$ cat config.mk
export PLATFORM = sky130hd
export DESIGN_NAME = flap_session_recognizer_unit
export DESIGN_NICKNAME = d
export VERILOG_FILES = /design/src/rtl/fsr_pkg.sv /design/src/rtl/flap_session_recognizer_unit.sv /design/src/rtl/fsr_track.sv /design/src/rtl/fsr_judge.sv
export SDC_FILE = /design/constraint.sdc
export NUM_CORES = 1
export LEC_CHECK = 0
export BUFFER_PORTS_ARGS = -buffer_cell sky130_fd_sc_hd__buf_2
export CAP_MARGIN = 5
export CORE_ASPECT_RATIO = 2
export CORE_MARGIN = 4
export CORE_UTILIZATION = 60
export DETAILED_ROUTE_END_ITERATION = 12
export PLACE_DENSITY = 0.77
export SLEW_MARGIN = 40
export SYNTH_ARGS = -nofsm -noshare
export SYNTH_HDL_FRONTEND = slang
export SYNTH_SLANG_ARGS = --single-unit
export TNS_END_PERCENT = 1
$ cat constraint.sdc
create_clock -name aclk -period 11.9 [get_ports aclk]
set_input_delay 0 -clock aclk [delete_from_list [all_inputs] [get_ports aclk]]
set_output_delay 0 -clock aclk [all_outputs]
set_load 0.01 [all_outputs]
$ cat src/rtl/fsr_pkg.sv
`default_nettype none

package fsr_pkg;

    localparam int DATA_W = 8;
    localparam int USER_W = 3;
    localparam int POS_W  = 16;

    localparam int USER_EMPTY     = 0;
    localparam int USER_RESPONDER = 1;
    localparam int USER_NEW_FLOW  = 2;

    localparam logic [DATA_W-1:0] FLAP_START       = 8'h2A;
    localparam logic [DATA_W-1:0] FLAP_TYPE_SIGNON = 8'h01;
    localparam logic [DATA_W-1:0] FLAP_TYPE_DATA   = 8'h02;
    localparam logic [DATA_W-1:0] FLAP_TYPE_TLV    = 8'h04;
    localparam logic [DATA_W-1:0] SIGNON_WORD_LAST = 8'h01;
    localparam logic [DATA_W-1:0] BYTE_ZERO        = 8'h00;

    localparam logic [POS_W-1:0] FAM_SIGNON       = 16'h0017;
    localparam logic [POS_W-1:0] FAM_GENERIC      = 16'h0001;
    localparam logic [POS_W-1:0] SUB_SIGNON_REPLY = 16'h0007;
    localparam logic [POS_W-1:0] SUB_SERVER_READY = 16'h0003;

    localparam logic [POS_W-1:0] POS_START       = 16'd0;
    localparam logic [POS_W-1:0] POS_TYPE        = 16'd1;
    localparam logic [POS_W-1:0] POS_HLEN_HI     = 16'd4;
    localparam logic [POS_W-1:0] POS_HLEN_LO     = 16'd5;
    localparam logic [POS_W-1:0] POS_FAM_HI      = 16'd6;
    localparam logic [POS_W-1:0] POS_FAM_LO      = 16'd7;
    localparam logic [POS_W-1:0] POS_SUB_HI      = 16'd8;
    localparam logic [POS_W-1:0] POS_SUB_LO      = 16'd9;
    localparam logic [POS_W-1:0] POS_SIGNON_HI   = 16'd16;
    localparam logic [POS_W-1:0] POS_SIGNON_LO   = 16'd17;
    localparam logic [POS_W-1:0] POS_MAX         = 16'hFFFF;

    localparam logic [POS_W-1:0] SIGNON_SIZE     = 16'd10;
    localparam logic [POS_W-1:0] SIGNON_HLEN     = 16'd4;
    localparam logic [POS_W-1:0] HEADER_SIZE     = 16'd6;
    localparam logic [POS_W-1:0] MIN_COOKIE_SIZE = 16'd16;
    localparam logic [POS_W-1:0] FNAC_SIGNON_HDR = 16'd18;

    localparam logic [1:0] TLV_IDX_IDLE   = 2'd0;
    localparam logic [1:0] TLV_IDX_LEN_HI = 2'd2;
    localparam logic [1:0] TLV_IDX_LEN_LO = 2'd3;

    typedef enum logic [1:0] {
        VERDICT_IN_PROGRESS = 2'd0,
        VERDICT_NO_MATCH    = 2'd1,
        VERDICT_MATCH       = 2'd2
    } verdict_t;

    typedef struct packed {
        logic [DATA_W-1:0] data_byte;
        logic              last_byte;
        logic              empty_packet;
        logic              from_responder;
        logic              new_flow;
    } beat_t;

    typedef struct packed {
        logic [POS_W-1:0]  byte_position;
        logic [DATA_W-1:0] frame_type;
        logic [POS_W-1:0]  header_length;
        logic [POS_W-1:0]  fnac_family;
        logic [POS_W-1:0]  fnac_subtype;
        logic [POS_W-1:0]  signon_length;
        logic [POS_W-1:0]  tlv_remaining;
        logic [1:0]        tlv_header_index;
        logic              packet_failed;
    } pkt_t;

endpackage

`default_nettype wire

$ cat src/rtl/flap_session_recognizer_unit.sv
// channel  dir  tdata                    tlast      tuser
// s_       in   [7:0] data_byte          last_byte  [0] empty_packet [1] from_responder
//                                                   [2] new_flow
// m_       out  [1:0] verdict, [7:2] 0   -          -
//
// one beat per cycle in unless held by a stall; a result passes the input register,
// then the result register, through the single parse and judge pass
// aresetn is synchronous and clears the flow phase and all packet state
// a stalled result register holds back only beats that end a packet; other beats
// keep flowing
`default_nettype none

module flap_session_recognizer_unit (
    input  logic                       aclk,
    input  logic                       aresetn,
    input  logic                       s_tvalid,
    output logic                       s_tready,
    input  logic [fsr_pkg::DATA_W-1:0] s_tdata,  // [7:0] data_byte
    input  logic                       s_tlast,
    input  logic [fsr_pkg::USER_W-1:0] s_tuser,  // [0] empty_packet, [1] from_responder, [2] new_flow
    output logic                       m_tvalid,
    input  logic                       m_tready,
    output logic [fsr_pkg::DATA_W-1:0] m_tdata   // [1:0] verdict, [7:2] zero
);
    import fsr_pkg::*;

    logic              in_valid_reg;
    logic [DATA_W-1:0] in_data_reg;
    logic              in_last_reg;
    logic [USER_W-1:0] in_user_reg;
    logic              out_valid_reg, out_valid_next;
    verdict_t          verdict_reg, verdict_next;

    beat_t    beat;
    pkt_t     taken;
    logic     phase_eff;
    verdict_t judged;
    logic     produces;
    logic     advance;

    assign beat.data_byte      = in_data_reg;
    assign beat.last_byte      = in_last_reg;
    assign beat.empty_packet   = in_user_reg[USER_EMPTY];
    assign beat.from_responder = in_user_reg[USER_RESPONDER];
    assign beat.new_flow       = in_user_reg[USER_NEW_FLOW];

    assign produces = beat.empty_packet || beat.last_byte;
    assign advance  = in_valid_reg && (!produces || !out_valid_reg || m_tready);
    assign s_tready = !in_valid_reg || advance;

    fsr_track u_track (
        .aclk      (aclk),
        .aresetn   (aresetn),
        .step      (advance),
        .beat      (beat),
        .taken     (taken),
        .phase_eff (phase_eff)
    );

    fsr_judge u_judge (
        .phase   (phase_eff),
        .taken   (taken),
        .verdict (judged)
    );

    always_comb begin
        out_valid_next = out_valid_reg;
        verdict_next   = verdict_reg;
        if (advance && produces) begin
            out_valid_next = 1'b1;
            verdict_next   = (beat.empty_packet || !beat.from_responder) ?
                             VERDICT_IN_PROGRESS : judged;
        end else if (m_tready) begin
            out_valid_next = 1'b0;
        end
    end

    always_ff @(posedge aclk) begin
        if (!aresetn) begin
            in_valid_reg  <= 1'b0;
            out_valid_reg <= 1'b0;
        end else begin
            if (s_tvalid && s_tready) in_valid_reg <= 1'b1;
            else if (advance)         in_valid_reg <= 1'b0;
            out_valid_reg <= out_valid_next;
        end
    end

    always_ff @(posedge aclk) begin
        if (s_tvalid && s_tready) begin
            in_data_reg <= s_tdata;
            in_last_reg <= s_tlast;
            in_user_reg <= s_tuser;
        end
        verdict_reg <= verdict_next;
    end

    assign m_tvalid = out_valid_reg;
    assign m_tdata  = {{(DATA_W-2){1'b0}}, verdict_reg};

    a_result_loaded: assert property (@(posedge aclk) disable iff (!aresetn)
        advance && produces |=> m_tvalid)
        else $error("packet end beat left no result");

    a_initiator_in_progress: assert property (@(posedge aclk) disable iff (!aresetn)
        advance && produces && (beat.empty_packet || !beat.from_responder)
        |=> m_tdata[1:0] == VERDICT_IN_PROGRESS)
        else $error("initiator or empty beat gave a final verdict");

    a_no_drop: assert property (@(posedge aclk) disable iff (!aresetn)
        in_valid_reg && produces && out_valid_reg && !m_tready |=> in_valid_reg)
        else $error("pending packet end beat dropped under stall");

endmodule

`default_nettype wire

$ cat src/rtl/fsr_track.sv
`default_nettype none

module fsr_track (
    input  logic          aclk,
    input  logic          aresetn,
    input  logic          step,
    input  fsr_pkg::beat_t beat,
    output fsr_pkg::pkt_t  taken,
    output logic          phase_eff
);
    import fsr_pkg::*;

    pkt_t              pkt_reg, pkt_next;
    logic              phase_reg, phase_next;
    logic [DATA_W-1:0] len_high_reg, len_high_next;
    pkt_t              base;
    logic [DATA_W-1:0] base_high, taken_high;
    logic [POS_W-1:0]  p;
    logic [DATA_W-1:0] b;

    // per-byte parse on top of the state, cleared first for a new flow
    always_comb begin
        base       = beat.new_flow ? '0 : pkt_reg;
        base_high  = beat.new_flow ? '0 : len_high_reg;
        phase_eff  = beat.new_flow ? 1'b0 : phase_reg;
        taken      = base;
        taken_high = base_high;
        p          = base.byte_position;
        b          = beat.data_byte;

        if (p == POS_START && b != FLAP_START) taken.packet_failed = 1'b1;
        if (p == POS_TYPE)    taken.frame_type = b;
        if (p == POS_HLEN_HI) taken.header_length[15:8] = b;
        if (p == POS_HLEN_LO) taken.header_length[7:0]  = b;

        if (!phase_eff) begin
            if (p == POS_TYPE && b != FLAP_TYPE_SIGNON) taken.packet_failed = 1'b1;
            if (p >= POS_FAM_HI && p <= POS_SUB_HI && b != BYTE_ZERO)
                taken.packet_failed = 1'b1;
            if (p == POS_SUB_LO && b != SIGNON_WORD_LAST) taken.packet_failed = 1'b1;
        end else begin
            if (p == POS_FAM_HI)    taken.fnac_family[15:8]   = b;
            if (p == POS_FAM_LO)    taken.fnac_family[7:0]    = b;
            if (p == POS_SUB_HI)    taken.fnac_subtype[15:8]  = b;
            if (p == POS_SUB_LO)    taken.fnac_subtype[7:0]   = b;
            if (p == POS_SIGNON_HI) taken.signon_length[15:8] = b;
            if (p == POS_SIGNON_LO) taken.signon_length[7:0]  = b;
            if (p >= HEADER_SIZE) begin
                priority if (base.tlv_remaining != '0) begin
                    taken.tlv_remaining = base.tlv_remaining - 16'd1;
                end else if (base.tlv_header_index == TLV_IDX_LEN_HI) begin
                    taken_high             = b;
                    taken.tlv_header_index = TLV_IDX_LEN_LO;
                end else if (base.tlv_header_index == TLV_IDX_LEN_LO) begin
                    taken.tlv_remaining    = {base_high, b};
                    taken.tlv_header_index = TLV_IDX_IDLE;
                end else begin
                    taken.tlv_header_index = base.tlv_header_index + 2'd1;
                end
            end
        end

        if (p != POS_MAX) taken.byte_position = p + 16'd1;
    end

    always_comb begin
        pkt_next      = pkt_reg;
        len_high_next = len_high_reg;
        phase_next    = phase_reg;
        if (step) begin
            phase_next = phase_eff;
            if (beat.empty_packet) begin
                pkt_next      = '0;
                len_high_next = '0;
            end else if (beat.last_byte) begin
                pkt_next      = '0;
                len_high_next = '0;
                if (beat.from_responder) phase_next = 1'b1;
            end else begin
                pkt_next      = taken;
                len_high_next = taken_high;
            end
        end
    end

    always_ff @(posedge aclk) begin
        if (!aresetn) begin
            pkt_reg      <= '0;
            len_high_reg <= '0;
            phase_reg    <= 1'b0;
        end else begin
            pkt_reg      <= pkt_next;
            len_high_reg <= len_high_next;
            phase_reg    <= phase_next;
        end
    end

    a_clear_after_verdict: assert property (@(posedge aclk) disable iff (!aresetn)
        step && (beat.empty_packet || beat.last_byte) |=> pkt_reg.byte_position == '0)
        else $error("packet state not cleared after verdict");

    a_cookie_after_responder: assert property (@(posedge aclk) disable iff (!aresetn)
        step && beat.last_byte && !beat.empty_packet && beat.from_responder |=> phase_reg)
        else $error("phase not in cookie after responder packet");

    a_signon_phase_no_fnac: assert property (@(posedge aclk) disable iff (!aresetn)
        !phase_reg |-> pkt_reg.tlv_header_index == TLV_IDX_IDLE && pkt_reg.fnac_family == '0)
        else $error("fnac state moved during signon phase");

endmodule

`default_nettype wire

$ cat src/rtl/fsr_judge.sv
`default_nettype none

module fsr_judge (
    input  logic              phase,
    input  fsr_pkg::pkt_t     taken,
    output fsr_pkg::verdict_t verdict
);
    import fsr_pkg::*;

    logic [POS_W-1:0] size;
    logic             frame_ok;
    logic             body_ok;

    always_comb begin
        size     = taken.byte_position;
        frame_ok = !taken.packet_failed && size >= MIN_COOKIE_SIZE &&
                   taken.header_length == size - HEADER_SIZE;
        body_ok  = 1'b0;
        if (taken.frame_type == FLAP_TYPE_DATA) begin
            if (taken.fnac_family == FAM_SIGNON)
                body_ok = taken.fnac_subtype == SUB_SIGNON_REPLY &&
                          size >= FNAC_SIGNON_HDR &&
                          taken.signon_length == size - FNAC_SIGNON_HDR;
            else if (taken.fnac_family == FAM_GENERIC)
                body_ok = taken.fnac_subtype == SUB_SERVER_READY;
        end else if (taken.frame_type == FLAP_TYPE_TLV) begin
            body_ok = taken.tlv_header_index == TLV_IDX_IDLE && taken.tlv_remaining == '0;
        end

        if (!phase) begin
            verdict = (!taken.packet_failed && size == SIGNON_SIZE &&
                       taken.header_length == SIGNON_HLEN) ?
                      VERDICT_IN_PROGRESS : VERDICT_NO_MATCH;
        end else begin
            verdict = (frame_ok && body_ok) ? VERDICT_MATCH : VERDICT_NO_MATCH;
        end
    end

endmodule

`default_nettype wire
==> results of run 1 <==
-- kinds of logic after synthesis --
kind of cell	after synthesis	synth area share, %
compound gates	355	26.0
xor+xnor	47	4.51
fa+ha+maj	9	1.21
buf+inv	108	5.21
flops	132	29.9
mux	23	2.64
other cells	1	0.0404
simple gates	488	30.4
-- path summary, 6_finish.rpt --
| check | slack [ps] | cells past startpoint | startpoint | end |
|---|---|---|---|---|
| setup / recovery | 5700 | 19 | in_user_reg[2] | verdict_reg[0] |
| setup reg to reg | 5700 | 19 | in_user_reg[2] | verdict_reg[0] |
| hold / removal | 120 | 4 | m_tready | m_tvalid |
| hold reg to reg | 460 | 2 | u_track.pkt_reg[80] | u_track.pkt_reg[80] |
-- through the flow --
stage	cells	setup slack (ps)	power [uW]	hold WS (ps)	util, %
after CTS	1355	5780	1080	139	66.6
after floorplan	1168	6850	503	98.9	-
after global routing	1355	5410	1100	176	66.7
after detailed placement	1310	5790	523	178	61.6
final	1355	5700	1080	124	66.7
after global placement	1310	5830	523	178	61.6
-- cell usage in the layout, fill, tap and decap left out, types with 20 or more instances in the layout --
master / count
a21oi_1: 63
xnor2_1: 29
nor2b_1: 106
nor3_1: 23
nand3_1: 39
and2_1: 40
o21ai_0: 80
nand4_1: 20
nand2_1: 86
a22oi_1: 73
nor2_1: 57
dfxtp_1: 118
-- worst min-delay path, cell delays in order --
cell      delay, ps
buf_2            90
nand2b_1        210
o21ai_0         100
and2_1          120
-- power breakdown --
group / switching (uW) / internal (uW) / leakage, uW / total (uW)
Sequential: 4.63 / 453 / 0.00109 / 458
Clock: 213 / 347 / 0.000305 / 560
Combinational: 44.0 / 17.8 / 0.00209 / 61.8
Total: 262 / 817 / 0.00349 / 1080
-- area by class of cell --
| class | count | area (um2) | share of cell area, % |
|---|---|---|---|
| Timing Repair Buffer | 50 | 364 | 3.59 |
| Sequential cell | 132 | 2780 | 27.4 |
| Inverter | 15 | 56.3 | 0.555 |
| Clock inverter | 9 | 113 | 1.11 |
| Tap cell | 198 | 248 | 2.44 |
| Multi-Input combinational cell | 928 | 6070 | 59.9 |
| Clock buffer | 23 | 510 | 5.03 |
-- timing repair --
action                                  4_1_cts  5_1_grt
hold buffers                                 13        0
endpoints found under the hold margin        13        0
endpoints found under the setup margin        0        0
-- routing by layer --
| metal | GRT usage (%) | vias to the layer above | share of wire [%] |
|---|---|---|---|
| met3 | 6.88 | 175 | 7.9 |
| met5 | 0 | - | 0 |
| met4 | 29.0 | 0 | 8.2 |
| met2 | 62.4 | 532 | 50 |
| li1 | - | 4271 | - |
| met1 | 38.4 | 4425 | 34 |
==> metrics.txt, run 1 <==
sequential element share of the synthesized area=approximately 30%; Unique masters post-synth=90; max FFs per register=107; #FFs+latches synth=~130; width of the die=roughly 96 um; CTS root buffer=clkbuf_16; IO Port Bufs=19; post-synth top area share=25.4%; Total Wirelength=31,900 um; ys async rst share=0%; Synthesis Warnings=0; # DRC=0; crit path time final=roughly 6200 ps; Critical Path RT=~12,000 ps; CP Max Fanout=30; CP top delay family=simple AND/OR/NAND/NOR gates; Post-Syn Instances=between 1,000 and 1,500; slowest CP cell=nor2_1; setup repair after global routing missed its margin=false; Hold Crit Class=input pin to register; gp weighted congestion=between 1 and 1.5; Synth Flop Type=dfxtp_1; wire per inst=approximately 24 um; Worst path max stage delay=580 ps; Mean Syn Cell Area=around 8.0 um2; Setup-failing EPs final=0; WP buf/inv=4; Cell Chain, Critical Path=buf_4, inv_2, nand2_1, inv_1, ha_1, nand4b_2, nor2_1, nand2_1, and3_1, nor2_1, inv_1, ha_1, xor2_1, a2111oi_0, nand4_1, or4_1, a2111o_1, a2111oi_2, nor2_1; EDFF count, synth=14; n_diodes=0; initial core utilization=61.1%; DP HPWL=approximately 22,000 um; initial antenna violation count=0; actual slew at the worst max-slew pin=between 800 and 900 ps; most frequent cell after synthesis=dfxtp_1; ANT nets after route=0; first-pass GRT wire length=between 40,000 and 50,000 um; Area growth syn-to-layout=9.22%; status=finished clean; most used cell, CP=nor2_1; Static Leak=between 0.003 and 0.004 uW; Final Instance Area=between 10,000 and 15,000 um2; Worst VDD drop=around 0.13 mV; Post-Synthesis Cell Area=~9300 um2; layout cells sized above 1=around 9.9%; Starting DRT DRC Count=roughly 970; Slew HR=around two fifths; post-synth top area cell=dfxtp_1; TritonCTS clock tree=done; Hold Vio Cnt, Final=0; vias in the first global route=between 9,000 and 10,000; Skew-Pair Late Insertion Delay=~430 ps; post-CTS setup buffer count=0; commonest cells in the synthesized netlist=118 x dfxtp_1, 106 x nor2b_1, 86 x nand2_1; Post-CTS Resized=0; fillcell total=between 1,000 and 1,500; GRT Util Overall=36.8%; die area=between 15,000 and 20,000 um2; nets=between 1,000 and 1,500; clock skew=8.61 ps; Arr. time, crit path=6370 ps; Reg clk slew, reported paths=60 ps; TNS Setup=0 ps; total CTS buffers=17; H-tree Lvls=4; Via Count=9,403; CP Capture Type=register; Final Max Tran Viols=0; pin count of the biggest net entering global routing=119; fmax=roughly 0.16 GHz; Vias/cell=~6.9; Remaining Overflow, GRT=0; Max Cap Viol=0; CP Launch Type=register; First-pass DRT Iterations=6; placed cell area=about 9400 um2; Placeable Area=15,200 um2; Ports=26; Max Root-Sink Buffers=2; Site Rows=between 60 and 70; kind of critical path=register to register; Die Height=approximately 180 um; PD cells=approximately 110 nW/um2; part of the cycle the worst path needs=between 50% and 60%; clock sink count=132; Synth area leaders=dfxtp_1 25%, nor2b_1 7.1%, a22oi_1 5.9%
No activity file was read; power rests on OpenSTA's default activity.
==> run 2, diff against run 1 <==
--- a/config.mk
+++ b/config.mk
@@ -9,9 +9,9 @@
 export CAP_MARGIN = 5
 export CORE_ASPECT_RATIO = 2
 export CORE_MARGIN = 4
-export CORE_UTILIZATION = 60
+export CORE_UTILIZATION = 58
 export DETAILED_ROUTE_END_ITERATION = 12
-export PLACE_DENSITY = 0.77
+export PLACE_DENSITY = 0.78
 export SLEW_MARGIN = 40
 export SYNTH_ARGS = -nofsm -noshare
 export SYNTH_HDL_FRONTEND = slang
==> constraint.sdc (replaced) <==
create_clock -name aclk -period 5.7 [get_ports aclk]
set_input_delay 0 -clock aclk [delete_from_list [all_inputs] [get_ports aclk]]
set_output_delay 0 -clock aclk [all_outputs]
set_load 0.01 [all_outputs]
==> run 2 against run 1 <==
  * Critical path depth unchanged
  * Die area up 3.2%
  * Sequential share of layout area down 0.13 points
  * Global-route usage down 1.3 points
  * Non-clock buffer count up 11
  * Clock skew up 4.1 ps
  * Via count up 1.4%
  * Routed wire length up 3.4%
  * Hold slack worse by 26 ps
  * Worst setup slack worse by 5300 ps
  * Register-to-register slack worse by 5300 ps
  * Clock power up 95%
  * Critical path type unchanged
  * Highest routed layer unchanged
==> metrics.txt, run 2 (synthesized netlist as in run 1, its figures left out) <==
CP Launch Type=register; Area growth syn-to-layout=9.76%; Site Rows=65; DP HPWL=around 23,000 um; Remaining Overflow, GRT=0; crit path time final=5290 ps; H-tree Lvls=4; status=finished clean; part of the cycle the worst path needs=92.9%; actual slew at the worst max-slew pin=870 ps; TritonCTS clock tree=done; First-pass DRT Iterations=6; hold slack=around 98 ps; CTS root buffer=clkbuf_16; Ports=26; post-CTS setup buffer count=0; fillcell total=1,404; most frequent cells in the layout=118 x dfxtp_1, 106 x nor2b_1, 86 x nand2_1, 80 x o21ai_0, 73 x a22oi_1; Hold Crit Class=input pin to register; nets=around 1,200; Total Wirelength=between 30,000 and 40,000 um; combinational share of power=under 10%; NetSw=about 550 uW; Placeable Area=~16,000 um2; TNS Setup=0 ps; number of non-filler instances in the completed layout=between 1,000 and 1,500; Max Cap Viol=0; GRT Util Overall=35.5%; Die Height=between 150 and 200 um; layout cells sized above 1=about a tenth; area taken by multi-input logic gates=between 6000 and 7000 um2; Vias/cell=between 6 and 7; total CTS buffers=17; Final Max Tran Viols=0; CP Max Fanout=8; max FFs per register=107; kind of critical path=register to register; n_diodes=0; Via Count=between 9,000 and 10,000; clock power share=approximately half; clock skew=~13 ps; setup repair after global routing missed its margin=false; vias in the first global route=about 9,500; placed cell area=about 9500 um2; fmax=0.189 GHz; Static Leak=between 0.003 and 0.004 uW; width of the die=between 90 and 100 um; Slew HR=41.6%; Reg clk slew, reported paths=approximately 60 ps; Hold Vio Cnt, Final=0; commonest non-fill, non-tap cell in the layout=dfxtp_1; Setup-failing EPs final=0; first-pass GRT wire length=about 52,000 um; Max Root-Sink Buffers=2; Flop pwr share=a little over two fifths; Critical Path RT=slightly below 6000 ps; ANT nets after route=0; Starting DRT DRC Count=around 1,000; switch share=between 20% and 30%; Skew-Pair Late Insertion Delay=430 ps; internal power=1620 uW; wire per inst=24.1 um; initial core utilization=between 50% and 60%; CP Capture Type=register; Final Instance Area=about 10,000 um2; # DRC=0; IO Port Bufs=19; Arr. time, crit path=between 5000 and 6000 ps; pin count of the biggest net entering global routing=~120; PD cells=214 nW/um2; gp weighted congestion=~1.0; register area=around 2800 um2; Worst VDD drop=roughly 0.27 mV; initial antenna violation count=0; placed cell count=around 1,300; die area=around 18,000 um2; clock sink count=~130
run 2: per-layer routing:
layer	routed length (um)	GRT usage [%]	share of wire, %	vias to the layer above
met3	2170	6.05	6.6	221
met4	3380	33.2	10	0
met1	11300	37.4	34	4498
met5	0	0	0	-
met2	16100	58.8	49	524
li1	-	-	-	4291
run 2: layout make-up:
type | count | area share (%)
clock inverters | 10 | 0.969
clock buffers | 22 | 4.66
flip-flops and latches | 132 | 27.3
multi-input cells | 928 | 59.6
inverters | 15 | 0.552
well taps | 201 | 2.47
repair buffers | 61 | 4.50
run 2: power by group through the flow:
stage,Sequential (uW),Combinational [uW],Clock [uW]
after floorplan,970,79.4,0
after global placement,975,117,0
after detailed placement,975,118,0
after CTS,955,125,1100
after global routing,955,138,1140
final,955,132,1090
run 2: timing repair:
| action | in CTS | in global routing |
|---|---|---|
| endpoints found under the hold margin | 13 | 0 |
| resized for setup | 0 | 1 |
| hold buffers | 13 | 0 |
| endpoints found under the setup margin | 0 | 1 |
run 2: path summary, 6_finish.rpt:
kind	startpoint	cells after the start	slack [ps]	to
worst min-delay path	m_tready	4	100	m_tvalid
worst max-delay path	in_user_reg[2]	19	410	verdict_reg[0]
worst min register to register	u_track.pkt_reg[80]	2	460	u_track.pkt_reg[80]
worst max register to register	in_user_reg[2]	19	410	verdict_reg[0]
run 2: stage by stage:
| step | power [uW] | worst slack [ps] | util (%) |
|---|---|---|---|
| final | 2180 | 406 | 64.6 |
| after global routing | 2230 | 29.3 | 64.6 |
| after CTS | 2170 | 372 | 64.5 |
| after detailed placement | 1090 | 418 | 60.0 |
| after global placement | 1090 | 586 | 60.0 |
| after floorplan | 1050 | 652 | - |
run 2: worst max-delay path, stage by stage (launching register included):
cell,delay [ps]
edfxtp_1,460
inv_2,90
nand2_1,130
inv_1,180
ha_1,320
nand4b_2,270
nor2_1,170
buf_4,190
nand2_1,190
and3_1,230
nor2_1,250
inv_1,100
ha_1,360
xor2_1,190
a2111oi_1,420
nand4_1,150
or4_1,440
a2111o_1,410
a2111oi_2,380
nor2_1,100
==> run 3, diff against run 2 <==
--- a/config.mk
+++ b/config.mk
@@ -5,13 +5,14 @@
 export SDC_FILE = /design/constraint.sdc
 export NUM_CORES = 1
 export LEC_CHECK = 0
-export BUFFER_PORTS_ARGS = -buffer_cell sky130_fd_sc_hd__buf_2
+export BUFFER_PORTS_ARGS = -buffer_cell sky130_fd_sc_hd__buf_4
 export CAP_MARGIN = 5
 export CORE_ASPECT_RATIO = 2
 export CORE_MARGIN = 4
 export CORE_UTILIZATION = 58
 export DETAILED_ROUTE_END_ITERATION = 12
 export PLACE_DENSITY = 0.78
+export RECOVER_POWER = 50
 export SLEW_MARGIN = 40
 export SYNTH_ARGS = -nofsm -noshare
 export SYNTH_HDL_FRONTEND = slang
==> run 3 against run 2 <==
  * The run now ends with capacitance limit, slew limit left
  * Flip-flop and latch count is the same
  * Critical endpoint unchanged
  * Maximum frequency rose by 5.5%
  * Non-clock buffer count down 3
  * Highest routed layer unchanged
  * Via count shrank 1.4%
  * Cell area barely moved
  * Clock-buffer cell count fell by 2
  * Final cell count fell by 0.22%
  * Hold slack better by 3.4 ps
  * Register-to-register slack better by 270 ps
  * Total power up 1.5%
  * Sequential share of layout area barely moved
==> metrics.txt, run 3 (synthesized netlist as in run 1, its figures left out) <==
status=finished with violations; failing checks=capacitance limit, slew limit; IO Port Bufs=19; crit path time final=roughly 5000 ps; CP Launch Type=register; n_diodes=0; Starting DRT DRC Count=roughly 860; fmax=approximately 0.20 GHz; width of the die=around 97 um; Critical Path RT=5880 ps; die area=approximately 18,000 um2; Flop pwr share=about 43%; part of the cycle the worst path needs=about nine tenths; Max Root-Sink Buffers=2; total CTS buffers=17; NetSw=between 500 and 600 uW; initial antenna violation count=0; Hold Crit Class=input pin to register; ANT nets after route=0; PD cells=~220 nW/um2; Skew-Pair Late Insertion Delay=430 ps; DP HPWL=~23,000 um; clock power share=about half; area taken by multi-input logic gates=roughly 6100 um2; post-CTS setup buffer count=0; CP Max Fanout=21; Total Wirelength=around 32,000 um; CP Capture Type=register; Site Rows=65; first-pass GRT wire length=approximately 51,000 um; Finished Core Util=approximately 65%; wire per inst=23.7 um; Max Cap Viol=2; internal power=about 1600 uW; Remaining Overflow, GRT=0; vias in the first global route=around 9,400; H-tree Lvls=4; max FFs per register=107; combinational share of power=under 10%; Final Worst Setup Slack=680 ps; kind of critical path=register to register; switch share=approximately a quarter; Reg-to-Reg Start=in_user_reg[2]; pin count of the biggest net entering global routing=around 120; layout cells sized above 1=roughly a tenth; Vias/cell=between 6 and 7; GRT Util Overall=between 30% and 40%; Arr. time, crit path=~5200 ps; hold path start=m_tready; initial core utilization=between 50% and 60%; dpl ws=roughly 730 ps; Crit. Startpoint=in_user_reg[2]; Via Count=between 9,000 and 10,000; Ports=26; # DRC=0; most frequent cells in the layout=118 x dfxtp_1, 106 x nor2b_1, 86 x nand2_1, 83 x o21ai_0, 73 x a22oi_1; Setup-failing EPs final=0; Final Max Tran Viols=between 80 and 90; gp weighted congestion=0.994; Die Height=~190 um; Reg clk slew, reported paths=approximately 60 ps; register area=between 2000 and 3000 um2; nets=1,177; Worst VDD drop=0.354 mV; fillcell total=between 1,000 and 1,500; Static Leak=~0.0035 uW; CTS root buffer=clkbuf_16; Area growth syn-to-layout=9.83%; setup repair after global routing missed its margin=false; Hold Vio Cnt, Final=0; TNS Setup=0 ps; Slew HR=-76.9%; Pwr Total=~2200 uW; Placeable Area=between 15,000 and 20,000 um2; clock sink count=approximately 130; TritonCTS clock tree=done; First-pass DRT Iterations=6; clock skew=~13 ps; Final Instance Area=10,200 um2; commonest non-fill, non-tap cell in the layout=dfxtp_1; actual slew at the worst max-slew pin=2650 ps; placed cell area=~9500 um2
==> run 3: changes by cell type in the layout (fill, tap and decap cells not counted), moves of 3 or more <==
| cell | delta |
|---|---|
| clkbuf_4 | +12 |
| o21ai_0 | +3 |
| buf_2 | -19 |
| and2_1 | -14 |
| and2_0 | +14 |
| clkbuf_1 | +5 |
| o21ai_1 | -4 |
==> run 3: power by group through the flow <==
stage               Clock, uW  Sequential, uW  Combinational [uW]
floorplan                   0             970                79.4
global placement            0             974                 120
detailed placement          0             974                 121
CTS                      1130             954                 128
global route             1180             954                 138
finish                   1120             954                 131
==> run 3: worst paths after layout <==
kind,slack [ps],cells after the start,end
max,680,16,verdict_reg[0]
min,100,4,m_tvalid
max reg2reg,680,16,verdict_reg[0]
min reg2reg,480,2,u_track.pkt_reg[80]
==> run 3: layout make-up <==
cell class / instances / area share, %
multi-input cells: 928 / 59.5
flip-flops and latches: 132 / 27.3
repair buffers: 58 / 4.40
clock buffers: 20 / 4.38
well taps: 201 / 2.46
clock inverters: 12 / 1.42
inverters: 15 / 0.552
==> run 3: layer usage <==
layer / track usage [%] / up-vias / share of wire [%]
met3: 6.98 / 198 / 6.4
li1: - / 4288 / -
met5: 0 / - / 0
met2: 60.7 / 511 / 50
met4: 28.9 / 0 / 9.4
met1: 36.1 / 4407 / 35
==> run 3: worst max-delay path, cell delays in order (launching register included) <==
cell and delay, ps:
edfxtp_1 430, buf_4 250, nor2b_1 170, ha_1 350, nand4b_2 290, nor2_1 180
buf_4 190, a21boi_0 150, or2_2 390, ha_1 390, xor2_1 180, a2111oi_0 390
nand4_1 130, or4_1 470, a2111o_1 420, a2111oi_2 320, nor2_1 80
==> run 3: through the flow <==
step / std cells / hold WS, ps
floorplan: 1168 / 98.9
global placement: 1321 / 178
detailed placement: 1321 / 179
CTS: 1366 / 105
global route: 1366 / 145
finish: 1366 / 101
==> run 3: what timing repair did <==
action	in CTS	in global routing
resized for setup	0	0
setup endpoints to repair	0	0
hold buffers	13	0
endpoints found under the hold margin	13	0
